### src/hw/rtl/midi_note_event_encoder_macros.svh
// ----------------------------------------------------------------------------
// MIDI note event encoder assertion macros
// Shared concurrent assertion forms, clocked and gated by the synchronous reset.
// ----------------------------------------------------------------------------
`ifndef MIDI_NOTE_EVENT_ENCODER_MACROS_SVH
`define MIDI_NOTE_EVENT_ENCODER_MACROS_SVH

// The consequent must hold in the same cycle as the antecedent.
`define MNEE_ASSERT_SAME(label, clk, rst_n, ante, cons) \
    label: assert property (@(posedge clk) disable iff (!rst_n) (ante) |-> (cons)) \
        else $error("midi_note_event_encoder: same-cycle check failed");

// The consequent must hold in the cycle after the antecedent.
`define MNEE_ASSERT_NEXT(label, clk, rst_n, ante, cons) \
    label: assert property (@(posedge clk) disable iff (!rst_n) (ante) |=> (cons)) \
        else $error("midi_note_event_encoder: next-cycle check failed");

`endif

### src/hw/rtl/mnee_pkg.sv
// ----------------------------------------------------------------------------
// MIDI note event encoder package
// Fixed widths and byte codes of the MIDI note event stream.
// ----------------------------------------------------------------------------
package mnee_pkg;

    localparam int unsigned BPM_W   = 10;
    localparam int unsigned DIV_W   = 26;   // wide enough for 60000000
    localparam int unsigned TICK_W  = 28;   // four seven-bit groups
    localparam int unsigned DUR_W   = 32;

    localparam logic [BPM_W-1:0]  TEMPO_RESET   = 10'd120;
    localparam logic [DIV_W-1:0]  US_PER_MINUTE = 26'd60000000;
    localparam logic [TICK_W-1:0] TICK_LIMIT    = 28'hFFFFFFF;

    localparam logic [7:0] NOTE_ON     = 8'h90;
    localparam logic [7:0] NOTE_OFF    = 8'h80;
    localparam logic [7:0] RELEASE_VEL = 8'd64;
    localparam logic [7:0] DELTA_ZERO  = 8'h00;

    typedef logic [BPM_W-1:0]  t_bpm;
    typedef logic [DIV_W-1:0]  t_div;
    typedef logic [TICK_W-1:0] t_ticks;

endpackage

### src/hw/rtl/midi_note_event_encoder.sv
// ----------------------------------------------------------------------------
// MIDI note event encoder: note in, note-on / length / note-off bytes out.
// After accept, the shared serial divider works out the beat length, then the ticks, at one
// quotient bit per cycle; the bytes then follow at one byte/cycle while the receiver is ready.
// A new note is taken only in idle, once the last byte of the previous note is loaded.
// Reset: synchronous, active low; tempo returns to 120 bpm, no byte pending.
// ----------------------------------------------------------------------------
`include "midi_note_event_encoder_macros.svh"

module midi_note_event_encoder #(
    parameter int unsigned TICKS_PER_BEAT = 240
) (
    input  logic        i_clk,
    input  logic        i_rst_n,
    // configuration port
    input  logic        psel,
    input  logic        penable,
    input  logic        pwrite,
    input  logic [2:0]  paddr,
    input  logic [31:0] pwdata,
    output logic [31:0] prdata,
    output logic        pready,
    // note input
    input  logic        i_in_valid,
    output logic        o_in_ready,
    input  logic [3:0]  i_channel,
    input  logic [6:0]  i_key,
    input  logic [6:0]  i_velocity,
    input  logic [31:0] i_duration_us,
    // byte output
    output logic        o_out_valid,
    input  logic        i_out_ready,
    output logic [7:0]  o_out_byte,
    output logic        o_last_byte
);

    localparam int unsigned TPB_W  = $clog2(TICKS_PER_BEAT + 1);
    localparam int unsigned PROD_W = mnee_pkg::DUR_W + TPB_W;
    localparam int unsigned CNT_W  = $clog2(PROD_W);
    localparam int unsigned DIV_W  = mnee_pkg::DIV_W;
    localparam int unsigned TICK_W = mnee_pkg::TICK_W;
    localparam logic [TPB_W-1:0] TPB = TPB_W'(TICKS_PER_BEAT);
    localparam logic [CNT_W-1:0] TEMPO_LAST = CNT_W'(DIV_W - 1);
    localparam logic [CNT_W-1:0] TICKS_LAST = CNT_W'(PROD_W - 1);

    localparam logic [1:0] ST_IDLE  = 2'd0;
    localparam logic [1:0] ST_TEMPO = 2'd1;
    localparam logic [1:0] ST_TICKS = 2'd2;
    localparam logic [1:0] ST_OUT   = 2'd3;

    localparam logic [2:0] B_DELTA = 3'd0;
    localparam logic [2:0] B_ON    = 3'd1;
    localparam logic [2:0] B_KEY   = 3'd2;
    localparam logic [2:0] B_VEL   = 3'd3;
    localparam logic [2:0] B_LEN   = 3'd4;
    localparam logic [2:0] B_OFF   = 3'd5;
    localparam logic [2:0] B_KEY2  = 3'd6;
    localparam logic [2:0] B_REL   = 3'd7;

    logic                 w_tempo_wr;
    mnee_pkg::t_bpm       r_tempo;
    logic [1:0]           r_state, n_state;
    logic [CNT_W-1:0]     r_cnt, n_cnt;
    logic [DIV_W-1:0]     r_rem, n_rem;
    logic [PROD_W-1:0]    r_dq, n_dq;
    mnee_pkg::t_div       r_div, n_div;
    logic [3:0]           r_chan;
    logic [6:0]           r_key;
    logic [6:0]           r_vel;
    logic [31:0]          r_dur;
    mnee_pkg::t_ticks     r_ticks, n_ticks;
    logic [1:0]           r_grp, n_grp;
    logic [2:0]           r_idx, n_idx;
    logic                 r_ovalid, n_ovalid;
    logic [7:0]           r_obyte, n_obyte;
    logic                 r_olast, n_olast;

    logic                 w_in_acc;
    logic                 w_load;
    logic [DIV_W:0]       w_shift;
    logic                 w_ge;
    logic [DIV_W:0]       w_diff;
    logic [DIV_W-1:0]     w_rem_step;
    logic [PROD_W-1:0]    w_dq_step;
    logic [PROD_W-1:0]    w_prod;
    mnee_pkg::t_ticks     w_ticks;
    logic [6:0]           w_group;

    // Configuration
    assign pready     = 1'b1;
    assign w_tempo_wr = psel && penable && pwrite && !paddr[2];
    assign prdata     = paddr[2] ? 32'd0 : 32'(r_tempo);

    always_ff @(posedge i_clk) begin
        if (!i_rst_n) begin
            r_tempo <= mnee_pkg::TEMPO_RESET;
        end else if (w_tempo_wr) begin
            r_tempo <= pwdata[mnee_pkg::BPM_W-1:0];
        end
    end

    assign o_in_ready = (r_state == ST_IDLE);
    assign w_in_acc   = i_in_valid && o_in_ready;

    // One restoring-division step: one quotient bit enters the low end of r_dq
    // while the dividend leaves at the top into the partial remainder.
    assign w_shift    = {r_rem, r_dq[PROD_W-1]};
    assign w_diff     = w_shift - {1'b0, r_div};
    assign w_ge       = (w_shift >= {1'b0, r_div});
    assign w_rem_step = w_ge ? w_diff[DIV_W-1:0] : w_shift[DIV_W-1:0];
    assign w_dq_step  = {r_dq[PROD_W-2:0], w_ge};

    assign w_prod  = {{TPB_W{1'b0}}, r_dur} * {{mnee_pkg::DUR_W{1'b0}}, TPB};
    assign w_ticks = (|w_dq_step[PROD_W-1:TICK_W]) ? mnee_pkg::TICK_LIMIT
                                                    : w_dq_step[TICK_W-1:0];

    always_comb begin
        case (r_grp)
            2'd0:    w_group = r_ticks[6:0];
            2'd1:    w_group = r_ticks[13:7];
            2'd2:    w_group = r_ticks[20:14];
            default: w_group = r_ticks[27:21];
        endcase
    end

    assign w_load = (r_state == ST_OUT) && (!r_ovalid || i_out_ready);

    always_comb begin
        n_state  = r_state;
        n_cnt    = r_cnt;
        n_rem    = r_rem;
        n_dq     = r_dq;
        n_div    = r_div;
        n_ticks  = r_ticks;
        n_grp    = r_grp;
        n_idx    = r_idx;
        n_ovalid = r_ovalid;
        n_obyte  = r_obyte;
        n_olast  = r_olast;

        if (r_ovalid && i_out_ready) begin
            n_ovalid = 1'b0;
        end

        case (r_state)
            ST_IDLE: begin
                if (w_in_acc) begin
                    n_state = ST_TEMPO;
                    n_cnt   = '0;
                    n_rem   = '0;
                    n_dq    = {mnee_pkg::US_PER_MINUTE, {(PROD_W-DIV_W){1'b0}}};
                    // A zero tempo is taken as one beat per minute.
                    n_div   = (r_tempo == '0) ? DIV_W'(1) : DIV_W'(r_tempo);
                end
            end
            ST_TEMPO: begin
                n_rem = w_rem_step;
                n_dq  = w_dq_step;
                n_cnt = r_cnt + 1'b1;
                if (r_cnt == TEMPO_LAST) begin
                    n_state = ST_TICKS;
                    n_cnt   = '0;
                    n_rem   = '0;
                    n_div   = w_dq_step[DIV_W-1:0];
                    n_dq    = w_prod;
                end
            end
            ST_TICKS: begin
                n_rem = w_rem_step;
                n_dq  = w_dq_step;
                n_cnt = r_cnt + 1'b1;
                if (r_cnt == TICKS_LAST) begin
                    n_state = ST_OUT;
                    n_idx   = B_DELTA;
                    n_ticks = w_ticks;
                    if (w_ticks[27:21] != '0) begin
                        n_grp = 2'd3;
                    end else if (w_ticks[20:14] != '0) begin
                        n_grp = 2'd2;
                    end else if (w_ticks[13:7] != '0) begin
                        n_grp = 2'd1;
                    end else begin
                        n_grp = 2'd0;
                    end
                end
            end
            ST_OUT: begin
                if (w_load) begin
                    n_ovalid = 1'b1;
                    n_olast  = 1'b0;
                    n_idx    = r_idx + 1'b1;
                    case (r_idx)
                        B_DELTA: n_obyte = mnee_pkg::DELTA_ZERO;
                        B_ON:    n_obyte = mnee_pkg::NOTE_ON | {4'd0, r_chan};
                        B_KEY:   n_obyte = {1'b0, r_key};
                        B_VEL:   n_obyte = {1'b0, r_vel};
                        B_LEN: begin
                            // Most significant group first; continuation bit on all
                            // groups but the lowest.
                            n_obyte = {(r_grp != 2'd0), w_group};
                            if (r_grp != 2'd0) begin
                                n_idx = B_LEN;
                                n_grp = r_grp - 1'b1;
                            end
                        end
                        B_OFF:   n_obyte = mnee_pkg::NOTE_OFF | {4'd0, r_chan};
                        B_KEY2:  n_obyte = {1'b0, r_key};
                        default: begin
                            n_obyte = mnee_pkg::RELEASE_VEL;
                            n_olast = 1'b1;
                            n_state = ST_IDLE;
                        end
                    endcase
                end
            end
            default: n_state = ST_IDLE;
        endcase
    end

    always_ff @(posedge i_clk) begin
        if (!i_rst_n) begin
            r_state  <= ST_IDLE;
            r_ovalid <= 1'b0;
        end else begin
            r_state  <= n_state;
            r_ovalid <= n_ovalid;
        end
    end

    always_ff @(posedge i_clk) begin
        r_cnt   <= n_cnt;
        r_rem   <= n_rem;
        r_dq    <= n_dq;
        r_div   <= n_div;
        r_ticks <= n_ticks;
        r_grp   <= n_grp;
        r_idx   <= n_idx;
        r_obyte <= n_obyte;
        r_olast <= n_olast;
        if (w_in_acc) begin
            r_chan <= i_channel;
            r_key  <= i_key;
            r_vel  <= i_velocity;
            r_dur  <= i_duration_us;
        end
    end

    assign o_out_valid = r_ovalid;
    assign o_out_byte  = r_obyte;
    assign o_last_byte = r_olast;

    // A note that has been taken starts with the beat-length division.
    `MNEE_ASSERT_NEXT(a_accept_starts_div, i_clk, i_rst_n, w_in_acc,
                      (r_state == ST_TEMPO) && (r_cnt == '0))
    // The partial remainder never reaches the divisor while dividing.
    `MNEE_ASSERT_SAME(a_rem_below_div, i_clk, i_rst_n,
                      (r_state == ST_TEMPO) || (r_state == ST_TICKS), r_rem < r_div)
    // The final byte of a note is always the release velocity.
    `MNEE_ASSERT_SAME(a_last_is_release, i_clk, i_rst_n, r_ovalid && r_olast,
                      r_obyte == mnee_pkg::RELEASE_VEL)
    // Once the final byte is taken, nothing follows until the next note is divided.
    `MNEE_ASSERT_NEXT(a_no_byte_after_last, i_clk, i_rst_n,
                      r_ovalid && r_olast && i_out_ready, !r_ovalid)

endmodule

### config.mk
export PLATFORM = sky130hd
export DESIGN_NAME = midi_note_event_encoder
export DESIGN_NICKNAME = d
export VERILOG_FILES = /design/src/hw/rtl/mnee_pkg.sv /design/src/hw/rtl/midi_note_event_encoder.sv
export VERILOG_INCLUDE_DIRS = /design/src /design/src/hw/rtl
export SDC_FILE = /design/constraint.sdc
export NUM_CORES = 1
export LEC_CHECK = 0
export BUFFER_PORTS_ARGS = -buffer_cell sky130_fd_sc_hd__buf_2
export CAP_MARGIN = 40
export CORE_UTILIZATION = 56
export CTS_BUF_LIST = sky130_fd_sc_hd__clkbuf_4
export CTS_CLUSTER_SIZE = 14
export DETAILED_ROUTE_END_ITERATION = 12
export GPL_ROUTABILITY_DRIVEN = 0
export PLACE_DENSITY = 0.79
export REMOVE_ABC_BUFFERS = 1
export SYNTH_ARGS = -nofsm -noshare
export SYNTH_HDL_FRONTEND = slang
export SYNTH_SLANG_ARGS = --single-unit
### constraint.sdc
create_clock -name i_clk -period 4.28 [get_ports i_clk]
set_input_delay 0.856 -clock i_clk [delete_from_list [all_inputs] [get_ports i_clk]]
set_output_delay 0.856 -clock i_clk [all_outputs]
set_load 0.1 [all_outputs]
==> run metrics <==
CP peak stage delay 520 ps; WHS Endpoint r_key[2]; total CTS buffers 53; Synth cell types 70; CTS H-Tree Depth 2; Hold Startpoint i_key[2]; maxcap violations 0; largest net degree at the start of global routing 46; min-delay worst type primary input to flip-flop; IO buf count 88; vias post-DR 9152; Initial Util 57.46%; Max Clock Freq 248.4 MHz; worst slew pin tran 868.4 ps; Resized cells post-CTS 0; CP most frequent cell o21ai_1; Seq/Total Area, Yosys 45.44%; WS Path Type flip-flop to flip-flop; drc violations 0; Worst Path Required 4720 ps; r2r worst-path depth 16; ys async rst share 0%; Final min period 4026 ps; EDFF count, synth 190; critical path arrival 4460 ps; post-route ant nets 0; number of global-route vias before repair 8966; DRT Pass-1 Iters 5; fill cell count 1832; HPWL after DPL 19120 um; Final Skew 41.17 ps; kind of cell adding the most delay to the critical path compound AO/OA/AOI/OAI gates; grt ovf 0; first-pass GRT wire length 41720 um; post-CTS setup buffer count 0; slowest CP cell fa_1; die footprint 24060 um^2; Buffers & Inverters on Critical Path 3; worst flop-to-flop path endpoint r_dq[34]; # rows 55; die height 155.1 um; Fin. Hold Viols 0; routed length per instance 14.91 um; initial antenna violation count 1; Util after Layout 63.98%; CP Max Fanout 5; Post-Syn Instances 1218; final WL 25350 um; cells along the critical path inv_1 -> fa_1 -> fa_1 -> inv_1 -> ha_1 -> a21o_1 -> a21o_1 -> a211o_1 -> nor3b_1 -> a211o_1 -> o21ai_1 -> buf_4 -> o21ai_1 -> a21oi_1 -> xor2_1 -> o21ai_1; Initial DRC Count 545; vias per cell 5.384; clk slew on worst S/H paths 70 ps; Mapped Avg Cell Area 10.78 um^2; period utilization 94.06%; reg2reg start r_dur[8]; run status completed; CP endpoint kind flip-flop; clock root cell clkbuf_4; R2R Setup Slk 250 ps; clk sinks 203; clock latency on the worst-skew pair 690 ps; Layout area overhead 11.34%; Worst Hold Slack 337.3 ps; synth warn 0; Synth Cell Area 13130 um^2; Setup Viol. Count Final 0; Most used DFF post-synth edfxtp_1; boundary pin count 136; # hold bufs at CTS 0; CORE AREA 22850 um^2; die width 155.1 um; RSZ-0062 raised after global routing yes; Clock Tree Buf Depth 3; Slew Viols, Final 0; Worst Setup Start Kind flip-flop; Final nets 1579; Tot GR Track Use 21.70%; CTS tree done; Yosys reg bits 203; layout cells sized above 1 18.54%; hold depth 1; slew margin rel. 41.97%
==> metal layers <==
metal	wire (um)	track usage, %	vias up
met5	0	0	-
met2	12680	37.67	228
li1	-	-	4502
met1	10720	26.77	4361
met4	866	9.288	0
met3	1084	3.705	61
==> synth_stat cells (6+ instances only) <==
cell / n / area, um^2
mux2i_1: 27 / 270.3
and2_1: 20 / 125.1
nor2b_1: 19 / 118.9
nor4_1: 11 / 68.82
nor3_1: 13 / 65.06
a211oi_1: 6 / 45.04
a31oi_1: 6 / 37.54
fa_1: 62 / 1241
nand2b_1: 7 / 43.79
o21bai_1: 10 / 75.07
clkbuf_1: 26 / 97.59
nor2_1: 76 / 285.3
or2_2: 30 / 187.7
inv_1: 152 / 570.6
a21oi_1: 82 / 410.4
ha_1: 81 / 1013
o21a_1: 9 / 67.56
o21ai_0: 53 / 265.3
xnor2_1: 23 / 201.4
edfxtp_1: 190 / 5705
o21ai_1: 12 / 60.06
nand2_1: 93 / 349.1
a222oi_1: 12 / 120.1
buf_4: 24 / 180.2
nand3_1: 20 / 100.1
dfxtp_1: 13 / 260.3
and3_1: 7 / 43.79
a21o_1: 21 / 157.7
mux2_2: 9 / 101.4
nand4_1: 8 / 50.05
xor2_1: 28 / 245.2
==> kinds of logic after synthesis <==
kind of cell / share of synthesized area (%)
adders and majority gates: 17.17
buffers and inverters: 6.805
muxes: 2.831
DFF: 45.44
and+or+nand+nor: 11.91
other: 0.05721
AOI/OAI and AO/OA: 12.37
xor gates and xnor gates: 3.403
==> how the worst max path moves through the flow <==
stage,startpoint,to,slack (ps),cells after the start
detailed placement,r_dur[0],r_dq[31],70,15
CTS,r_dur[0],r_dq[31],30,15
floorplan,r_state[0],r_cnt[0],-550,4
global route,r_dur[0],r_dq[31],-3,15
finish,r_dur[8],r_dq[34],250,16
global placement,r_dur[0],r_dq[31],140,15
==> state kept, by name, summed over array words and instances, names as in the netlist, 2 cells and up <==
name        cells
r_dq           40
r_dur          32
r_ticks        28
r_div          26
r_rem          26
r_tempo        10
o_out_byte      8
r_key           7
r_vel           7
r_cnt           6
r_chan          4
r_idx           3
r_grp           2
r_state         2
==> layout make-up <==
class / count / area [um^2] / share of cell area (%)
antenna: 1 / 2.502 / 0.01712
clock buffer: 79 / 593.1 / 4.058
clock inverter: 18 / 87.58 / 0.5992
inverter: 153 / 574.3 / 3.929
multi-input combinational: 828 / 6401 / 43.79
sequential: 203 / 5966 / 40.81
tap: 313 / 391.6 / 2.679
timing repair buffer: 105 / 600.6 / 4.109
==> worst register-to-register path, stage by stage, from the launching register on <==
cell      delay (ps)
edfxtp_1         350
inv_1            200
fa_1             460
fa_1             520
inv_1             50
ha_1             340
a21o_1           190
a21o_1           170
a211o_1          310
nor3b_1          150
a211o_1          270
o21ai_1          130
buf_4            150
o21ai_1           60
a21oi_1          190
xor2_1           200
o21ai_1           80
==> through the flow <==
| stage | instance area [um^2] | setup WS (ps) | TNS [ps] | std cells |
|---|---|---|---|---|
| global placement | 13860 | 140.3 | 0 | 1600 |
| finish | 14620 | 254.4 | 0 | 1700 |
| detailed placement | 13890 | 65.50 | 0 | 1602 |
| CTS | 14570 | 26.24 | 0 | 1699 |
| global route | 14620 | -3.169 | -3.169 | 1700 |
| floorplan | 12890 | -554.1 | -39890 | 1184 |
==> cells in the final DEF (no fill, tap or decap), types with 20 or more instances in the layout <==
cell | netlist | routed
o21ai_0 | 53 | 51
xor2_1 | 28 | 28
clkbuf_4 | 0 | 79
nor2_1 | 76 | 75
a21oi_1 | 82 | 80
xnor2_1 | 23 | 23
or2_2 | 30 | 30
nand2_1 | 93 | 93
ha_1 | 81 | 81
buf_2 | 0 | 88
a21o_1 | 21 | 21
mux2i_1 | 27 | 27
fa_1 | 62 | 62
edfxtp_1 | 190 | 190
nand3_1 | 20 | 20
inv_1 | 152 | 143
conb_1 | 2 | 23
Power is not shown: default switching activity piles up to over one toggle a cycle in this logic, so the estimate is an artifact.
